==> src/rtl/btf_pkg.sv <==
// Shared constants, widths and tables for the bearing-to-fixed-point block.
`default_nettype none

package btf_pkg;

  // Number of CORDIC micro-rotations in each chain
  localparam int CORDIC_STAGES = 18;

  // Field widths
  localparam int LAT_W  = 24;
  localparam int LON_W  = 25;
  localparam int DEG_W  = 26;
  localparam int TURN_W = 32;
  localparam int FINE_W = 17;
  localparam int WHOLE_W = 9;

  // Configuration port
  localparam int CFG_IDX_W  = 2;
  localparam int CFG_DATA_W = 25;
  localparam logic [CFG_IDX_W-1:0] REG_TARGET_LAT = 2'd0;
  localparam logic [CFG_IDX_W-1:0] REG_TARGET_LON = 2'd1;

  // Target point after reset (degrees, 16 fraction bits)
  localparam logic [LAT_W-1:0] TARGET_LAT_RESET = 24'd1403944;
  localparam logic [LON_W-1:0] TARGET_LON_RESET = 25'd2610050;

  // ceil(2^32 / 45): exact floor division by 45 for values below 2^26
  localparam logic [26:0] RECIP45 = 27'd95443718;

  // Binary angle constants
  localparam logic [TURN_W-1:0] QUARTER_TURN = 32'h4000_0000;
  localparam logic [TURN_W-1:0] HALF_TURN    = 32'h8000_0000;

  // CORDIC start vector, gain-compensated, 30 fraction bits
  localparam logic signed [31:0] CORDIC_GAIN = 32'sd652032874;

  // Output scaling
  localparam logic [FINE_W-1:0]  FINE_STEPS  = 17'd92160;
  localparam logic [WHOLE_W-1:0] WHOLE_STEPS = 9'd360;

  // Start to done, in clock cycles
  localparam int LATENCY = 2 * CORDIC_STAGES + 13;

  // atan(2^-i) in binary turn units
  localparam logic [TURN_W-1:0] TURN_ATAN [32] = '{
    32'd536870912, 32'd316933406, 32'd167458907, 32'd85004756, 32'd42667331,
    32'd21354465,  32'd10679838,  32'd5340245,   32'd2670163,  32'd1335087,
    32'd667544,    32'd333772,    32'd166886,    32'd83443,    32'd41722,
    32'd20861,     32'd10430,     32'd5215,      32'd2608,     32'd1304,
    32'd652,       32'd326,       32'd163,       32'd81,       32'd41,
    32'd20,        32'd10,        32'd5,         32'd3,        32'd1,
    32'd1,         32'd0
  };

endpackage

`default_nettype wire

==> src/rtl/btf_turn.sv <==
// Degrees (16 fraction bits) to 32-bit binary turn angle, four pipeline stages.
`default_nettype none

module btf_turn import btf_pkg::*; (
  input  logic                    clk,
  input  logic                    rst,
  input  logic                    in_valid,
  input  logic signed [DEG_W-1:0] deg,
  output logic                    out_valid,
  output logic [TURN_W-1:0]       turn
);

  logic [DEG_W-1:0] mag;
  logic             neg;

  logic        v0, neg0;
  logic [18:0] mh0;
  logic [19:0] ml0;
  logic [45:0] ph0;

  logic        v1, neg1;
  logic [13:0] qh1;
  logic [5:0]  rh1;
  logic [19:0] ml1;

  logic        v2, neg2;
  logic [13:0] qh2;
  logic [52:0] pl2;

  logic [TURN_W-1:0] q3;

  // magnitude; turn = round(mag * 2^16 / 360) = floor((mag * 2^13 + 22) / 45)
  always_comb begin
    neg = deg[DEG_W-1];
    mag = neg ? (~deg + 1'b1) : deg;
  end

  // stage 0: high half of the dividend times the reciprocal
  always_ff @(posedge clk) begin
    if (rst) begin
      v0 <= 1'b0;
    end else begin
      v0 <= in_valid;
    end
    neg0 <= neg;
    mh0  <= mag[25:7];
    ml0  <= {mag[6:0], 13'd22};
    ph0  <= 46'(mag[25:7]) * 46'(RECIP45);
  end

  // stage 1: high quotient and remainder
  always_ff @(posedge clk) begin
    if (rst) begin
      v1 <= 1'b0;
    end else begin
      v1 <= v0;
    end
    neg1 <= neg0;
    qh1  <= ph0[45:32];
    rh1  <= 6'(mh0 - 19'(19'(ph0[45:32]) * 19'd45));
    ml1  <= ml0;
  end

  // stage 2: remainder joined with low half, times the reciprocal
  always_ff @(posedge clk) begin
    if (rst) begin
      v2 <= 1'b0;
    end else begin
      v2 <= v1;
    end
    neg2 <= neg1;
    qh2  <= qh1;
    pl2  <= 53'({rh1, ml1}) * 53'(RECIP45);
  end

  // stage 3: assemble quotient and restore sign, modulo one turn
  always_comb begin
    q3 = {qh2[11:0], 20'd0} + 32'(pl2[52:32]);
  end

  always_ff @(posedge clk) begin
    if (rst) begin
      out_valid <= 1'b0;
    end else begin
      out_valid <= v2;
    end
    turn <= neg2 ? (~q3 + 1'b1) : q3;
  end

endmodule

`default_nettype wire

==> config.mk <==
export PLATFORM = sky130hd
export DESIGN_NAME = btf_turn
export DESIGN_NICKNAME = d
export VERILOG_FILES = /design/src/rtl/btf_pkg.sv /design/src/rtl/btf_turn.sv
export SDC_FILE = /design/constraint.sdc
export NUM_CORES = 1
export LEC_CHECK = 0
export BUFFER_PORTS_ARGS = -buffer_cell sky130_fd_sc_hd__buf_2
export CAP_MARGIN = 25
export CORE_AREA = 2 2 181 183
export DETAILED_ROUTE_END_ITERATION = 16
export DIE_AREA = 0 0 183 185
export GPL_TIMING_DRIVEN = 0
export PLACE_DENSITY_LB_ADDON = 0.08
export SYNTH_ARGS = -nofsm -noshare
export SYNTH_HDL_FRONTEND = slang
export SYNTH_SLANG_ARGS = --single-unit
==> constraint.sdc <==
create_clock -name clk -period 10.9 [get_ports clk]
set_clock_uncertainty 0.1 [all_clocks]
set_input_delay 2.18 -clock clk [delete_from_list [all_inputs] [get_ports clk]]
set_output_delay 2.18 -clock clk [all_outputs]
set_load 0.02 [all_outputs]
== Word level (Yosys, flattened, before mapping) ==
Index checks and enable logic that the tools add are counted.
Storage, ports and cells
  register bits after elaboration: 186
  input port bits: 29
Operators by class
  $add $sub $neg: 4
  multipliers: 3
  muxes and demuxes: 2
  bitwise operators: 2
Operators by type and width (count)
  $mul 25x26->51 const B: 1
  $mul 19x26->45 const B: 1
  $add 32x1->32 const B: 1
  $add 32x21->32: 1
  $mux 32: 1
  $not 32->32: 1
  $add 26x1->26 const B: 1
  $mux 26: 1
  $not 26->26: 1
  $mul 14x6->6 const B: 1
  $sub 6x6->6: 1

== Longest topological paths before layout ==
Gate-level depths: netlist of the first run.
  word-level depth: 4
  mapped depth: 30

== Worst setup path before layout of the first run ==
No wires, ideal clock.
  path type: input -> register
  start point: in deg[0]
  end point: reg ph0[43]
  data arrival time: 9.249 ns
  required time: 10.679 ns
  setup slack: 1.429 ns
  cell stages on the path: 25
  path buffers: 1
  cells stage by stage: or3_4 -> nand2b_4 -> or4_4 -> or4_4 -> or4_4 -> or4_4 -> buf_6 -> xnor2_2 -> inv_2 -> fa_1 -> inv_1 -> fa_1 -> fa_1 -> fa_1 -> inv_1 -> fa_1 -> inv_1 -> ha_1 -> nand2_1 -> o21ai_0 -> nor3_1 -> o21a_1 -> o41ai_1 -> a31oi_1 -> xnor2_1
On the way
  word-level cells in the longest chain between the ends: 4
RTL lines
  start, declared: RTL line btf_turn.sv:8  | input logic signed [DEG_W-1:0] deg,
  $not 26->26: RTL line btf_turn.sv:35  | mag = neg ? (~deg + 1'b1) : deg;
  $add 26x1->26: RTL line btf_turn.sv:35
  $mux 26: RTL line btf_turn.sv:35
  $mul 19x26->45: RTL line btf_turn.sv:48  | ph0 <= 46'(mag[25:7]) * 46'(RECIP45);
  end signal, assigned: RTL line btf_turn.sv:48
  end, declared: RTL line btf_turn.sv:19  | logic [45:0] ph0;
Every way passes these cells.
A chain may end at the register's enable or synchronous reset.

== Final worst setup path of the first run ==
  start point: in deg[3]
  end point: reg ph0[43]
The elaborated chain is that of the path after synthesis.

==> out/qor.csv, run 1 <==
metric,value,unit
status,"finished, final reports clean",
Fmax,0.0983,GHz
post-synth top area share,27.0,%
mux share of post-synthesis cell area,0.0714,%
# rows,66,
routed via count,10900,
"area leader, netlist",ha_1,
overall routing resource usage,22.3,%
full die area,0.0339,mm^2
Clock Latency Late Sink,0.42,ns
Worst R2R End,pl2[49],
"Setup Fix Bufs, Post-CTS",0,
Synth area leaders,"ha_1 (27%), fa_1 (24%), dfxtp_1 (15%), inv_1 (9.2%), xnor2_1 (5.2%)",
CTS Buf Count,17,
NumNets Final,2276,
total grt overflow,0,
Unique masters post-synth,57,
Synth-to-Final Area Change,9.07,%
Starting DRT DRC Count,360,
initial core utilization,49.3,%
CP dominant cell by count,fa_1,
Final setup violation count,0,
hold path startpoint,ml0[16],
DRT Pass-1 Iters,5,
Slew headroom,31.1,%
first-pass GRT wire length,58700,um
CTS Buffer Depth,2,
routability cong.,0.920,
part of the cycle the worst path needs,93.3,%
"Max FO, Critical Path",5,
"EDFF count, synth",0,
critical path's largest stage delay,0.58,ns
YS warnings,0,
Critical Path Slowest Stage Cell,o41ai_1,
Core Area,0.0320,mm^2
"antenna viol nets, final",0,
pre-CTS setup slack,0.194,ns
Synth Area in Adders,50.6,%
# DRC,0,
actual slew at the worst max-slew pin,1.03,ns
Worst Path Required,11.10,ns
Wirelength per Cell,16.7,um
CTS tree,yes,
vias in the first global route,11400,
Clock Tree Root,clkbuf_16,
Synth async-reset ratio,0,%
r2r setup slk,4.21,ns
Critical Path Start Type,input port,
"Avg Cell Area, Syn",9.62,um^2
area share of xor/xnor cells in the synthesized design,6.82,%
compound-gate portion of the synthesized area,9.95,%
Avg Vias per Cell,5.09,
DP Wirelength,31800,um
Clock transition at path regs,0.06,ns
chip width,183,um
Synth Area in Simple Gates,7.41,%
Final Worst Setup Slack,0.731,ns
syn nets,2196,
Register-to-Register Path Depth,20,
Hold Fails Final Rpt,0,
Seq cells post-synth,122,
WL final,35800,um
RSZ-0062 raised after global routing,false,
critical path arrival,10.37,ns
HP Class,reg -> reg,
cell count after synthesis,1641,
Hold Crit Depth,0,
worst flop-to-flop path startpoint,ml1[15],
main combinational cell family by area after synthesis,adder cells,
Slew Limit Fails,0,
sequential share of the synthesized area,15.5,%
Post-Syn Area,0.0158,mm^2
Hold Buf Count CTS,0,
CP Capture Type,flop,
sum of negative setup slack,0,ns
Die Y,185,um
hold worst-path end,ml1[16],
maxcap violations,0,
Post-synth top flop,dfxtp_1,
I/O Buffers,61,
H-tree depth,4,
share of cells above drive strength 1,6.40,%
antenna violations before repair,0,
Num Clock Sinks,122,
CP Class,in -> reg,
Boundary Pins,62,
Setup crit start,deg[3],
Antenna diodes,0,
CTS resizes,0,
minimum clock period,10.17,ns
pin count of the biggest net entering global routing,17,
sequential cells by signal, summed over array words and instances, names as in the netlist, 6 cells and up:
register	count
mh0	6
rh1	6
pl2	21
qh1	12
qh2	12
ml0	7
ml1	7
ph0	12
turn	32
worst max path at each step:
stage,end,slack (ns)
6_report,ph0[43],0.73
3_3_place_gp,ph0[43],0.21
3_5_place_dp,ph0[43],0.19
4_1_cts,ph0[43],0.63
2_1_floorplan,ph0[43],1.43
5_1_grt,ph0[43],0.32
worst max-delay path, delay by kind of cell:
kind	cells	cell delay [ns]
fa+ha+maj	7	3.35
simple gates	8	2.47
compound gates	5	1.35
xor+xnor	2	0.61
buf+inv	5	0.39
metrics by stage:
stage	utilization (%)	hold slack, ns	cell area [um^2]	instances
6_report	53.7	0.226	17200	2142
5_1_grt	53.7	0.229	17200	2142
4_1_cts	53.7	0.226	17200	2142
2_1_floorplan	-	0.210	15800	1641
3_5_place_dp	51.8	0.212	16600	2110
3_3_place_gp	51.8	0.213	16600	2110
metal layers:
metal	vias to the layer above	share of wire, %	track usage [%]
li1	5523	-	-
met1	5181	45	27.7
met2	162	51	41.3
met3	35	2.0	2.34
met4	0	1.8	5.86
met5	-	0	0
cells in the final DEF, fill, tap and decap left out, types with 7 or more instances in the layout:
cell,synthesis,final
nand4_1,14,14
a21o_1,31,31
a31oi_1,12,12
fa_1,186,186
xnor2_1,93,93
a21oi_1,67,67
buf_2,0,61
o21ai_0,56,56
and3_1,7,7
xor2_1,28,28
clkbuf_1,14,14
o21bai_1,15,15
nand2b_1,11,11
dfxtp_1,122,122
or4_1,12,12
nor3_1,13,13
nand2_1,60,60
clkbuf_16,0,17
ha_1,340,340
nor2b_1,12,12
o31ai_1,15,15
inv_1,388,388
nor2_1,38,38
nand3_1,22,22
or3_1,8,8
kinds of logic after synthesis:
kind of cell	count (synthesis)
AND/OR/NAND/NOR	219
XOR/XNOR	122
adder cells (fa/ha/maj)	526
flip-flops	122
multiplexers	1
buffers and inverters	405
AO/OA/AOI/OAI	244
other	2
cells in the mapped netlist (all sizes together), types with 4 or more instances:
| cell | n |
|---|---|
| a211oi | 4 |
| a21o | 31 |
| a21oi | 67 |
| a31oi | 12 |
| and2 | 4 |
| and3 | 7 |
| clkbuf | 14 |
| dfxtp | 122 |
| fa | 186 |
| ha | 340 |
| inv | 390 |
| nand2 | 60 |
| nand2b | 13 |
| nand3 | 22 |
| nand4 | 14 |
| nor2 | 38 |
| nor2b | 12 |
| nor3 | 13 |
| o211ai | 6 |
| o21a | 6 |
| o21ai | 56 |
| o21bai | 15 |
| o31ai | 16 |
| o41ai | 6 |
| or3 | 9 |
| or4 | 16 |
| xnor2 | 94 |
| xor2 | 28 |
layout make-up:
class / count / area (um^2)
timing repair buffer: 61 / 305
tap: 408 / 510
sequential: 122 / 2440
buffer: 15 / 63.8
fill: 2998 / 14800
clock inverter: 15 / 190
clock buffer: 17 / 425
inverter: 390 / 1460
multi-input combinational: 1114 / 11800
Power of run 1 is left out: the tool's default activity adds up to more than one toggle a clock period on the data nets, which glitch-free logic cannot reach.
==> inputs of run 2 (changes only) <==
==> constraint.sdc (replaced) <==
create_clock -name clk -period 9 [get_ports clk]
set_clock_uncertainty 0.1 [all_clocks]
set_input_delay 1.8 -clock clk [delete_from_list [all_inputs] [get_ports clk]]
set_output_delay 1.8 -clock clk [all_outputs]
set_load 0.02 [all_outputs]
==> run 2 against run 1 <==
Clock-buffer cell count increased by 2; die area unchanged; critical path depth unchanged; via count increased by 2.2%.
==> out/qor.csv, run 2 (synthesized netlist as in run 1, its figures left out) <==
metric,value,unit,change
NumNets Final,2307,,+1.4%
Hold Fails Final Rpt,0,,unchanged
Starting DRT DRC Count,476,,+32%
minimum clock period,8.87,ns,
Sequential Area,0.00244,mm^2,unchanged
actual slew at the worst max-slew pin,0.989,ns,-0.0370 ns
Clock Tree Root,clkbuf_16,,
Die Y,185,um,unchanged
initial core utilization,49.3,%,unchanged
Worst Path Required,9.21,ns,-1.89 ns
Fmax,0.113,GHz,
"commonest cells after routing, fill and taps aside","inv_1 (378), ha_1 (325), fa_1 (184), dfxtp_1 (122), xnor2_1 (89)",,
Slew headroom,32.3,%,+1.3 points
# DRC,0,,unchanged
Slew Limit Fails,0,,unchanged
critical path arrival,9.08,ns,-1.29 ns
Clock transition at path regs,0.06,ns,about the same
WL final,37100,um,+3.7%
max reg flops,32,,unchanged
antenna violations before repair,0,,unchanged
Critical Path Slowest Stage Cell,fa_1,,
"antenna viol nets, final",0,,unchanged
overall routing resource usage,23.0,%,+0.70 points
CTS Buf Count,17,,unchanged
CP Class,in -> reg,,
first-pass GRT wire length,60100,um,+2.4%
Boundary Pins,62,,unchanged
multi-input logic area,0.0122,mm^2,+3.4%
DP Wirelength,32900,um,+3.5%
pre-CTS setup slack,-0.990,ns,-1.18 ns
DRT Pass-1 Iters,5,,unchanged
critical path's largest stage delay,0.56,ns,-0.02 ns
Wirelength per Cell,17.1,um,+2.3%
# rows,66,,unchanged
Core Area,0.0320,mm^2,unchanged
"Max FO, Critical Path",4,,-1
Avg Vias per Cell,5.13,,+0.83%
top flop regs,"turn (32), pl2 (21)",,
Final setup violation count,0,,unchanged
H-tree depth,4,,unchanged
Fin Hold WS,0.223,ns,-0.00320 ns
HP Class,reg -> reg,,
RSZ-0062 raised after global routing,true,,
CTS tree,yes,,
Critical Path Start Type,input port,,
"commonest non-fill, non-tap cell in the layout",inv_1,,
Hold Buf Count CTS,0,,unchanged
CTS Buffer Depth,2,,unchanged
routability cong.,0.907,,-1.4%
total grt overflow,0,,unchanged
Reg with most FFs,turn,,
Synth-to-Final Area Change,13.2,%,
part of the cycle the worst path needs,98.6,%,
status,"finished, final reports clean",,
CP Capture Type,flop,,
maxcap violations,0,,unchanged
routed via count,11100,,+2.2%
Num Clock Sinks,122,,unchanged
Filler cells,2908,,-3.0%
full die area,0.0339,mm^2,unchanged
pin count of the biggest net entering global routing,17,,unchanged
vias in the first global route,11500,,+0.070%
chip width,183,um,unchanged
share of cells above drive strength 1,11.3,%,+4.9 points
Antenna diodes,0,,unchanged
Final Worst Setup Slack,0.129,ns,-0.602 ns
Clock Latency Late Sink,0.42,ns,about the same
I/O Buffers,61,,unchanged
[run 2: routing by layer]
metal	GRT usage, %	wire, um
met4	6.37	893
met5	0	0
met3	1.73	732
met1	29.2	16400
met2	42.3	19100
[run 2: through the flow]
stage	instances	instance area, um^2	setup TNS (ns)	util, %
2_1_floorplan	1641	15800	0	-
5_1_grt	2172	17900	-0.124	55.8
6_report	2172	17900	0	55.8
3_5_place_dp	2111	16600	-9.75	51.9
4_1_cts	2162	17700	-0.0120	55.1
3_3_place_gp	2110	16600	-9.95	51.8
[run 2: timing repair]
| action | CTS | global route |
|---|---|---|
| pin swaps | 31 | 21 |
| resized for setup | 58 | 25 |
| setup buffers | 22 | 12 |
| endpoints found under the setup margin | 12 | 11 |
[run 2: worst paths after layout]
path              to     from  cells after the start  slack [ns]
max          ph0[38]   deg[0]                     27        0.13
min          ml1[13]  ml0[13]                      0        0.22
max reg2reg  pl2[49]  ml1[15]                     20        2.06
min reg2reg  ml1[13]  ml0[13]                      0        0.22
[run 2: area by class of cell]
type	count	area share (%)
multi-input cells	1114	68.4
flip-flops and latches	122	13.7
inverters	390	8.22
repair buffers	94	3.30
well taps	408	2.86
clock buffers	19	2.54
clock inverters	12	0.777
plain buffers	13	0.273
[run 2: worst max-delay path: cells and delay by family]
family	cells	cell delay, ns
AOI/OAI and AO/OA	2	0.48
xor gates and xnor gates	2	0.26
adders and majority gates	7	2.88
buffers and inverters	7	0.53
and+or+nand+nor	9	3.11
Power of run 2 is left out for the same reason.
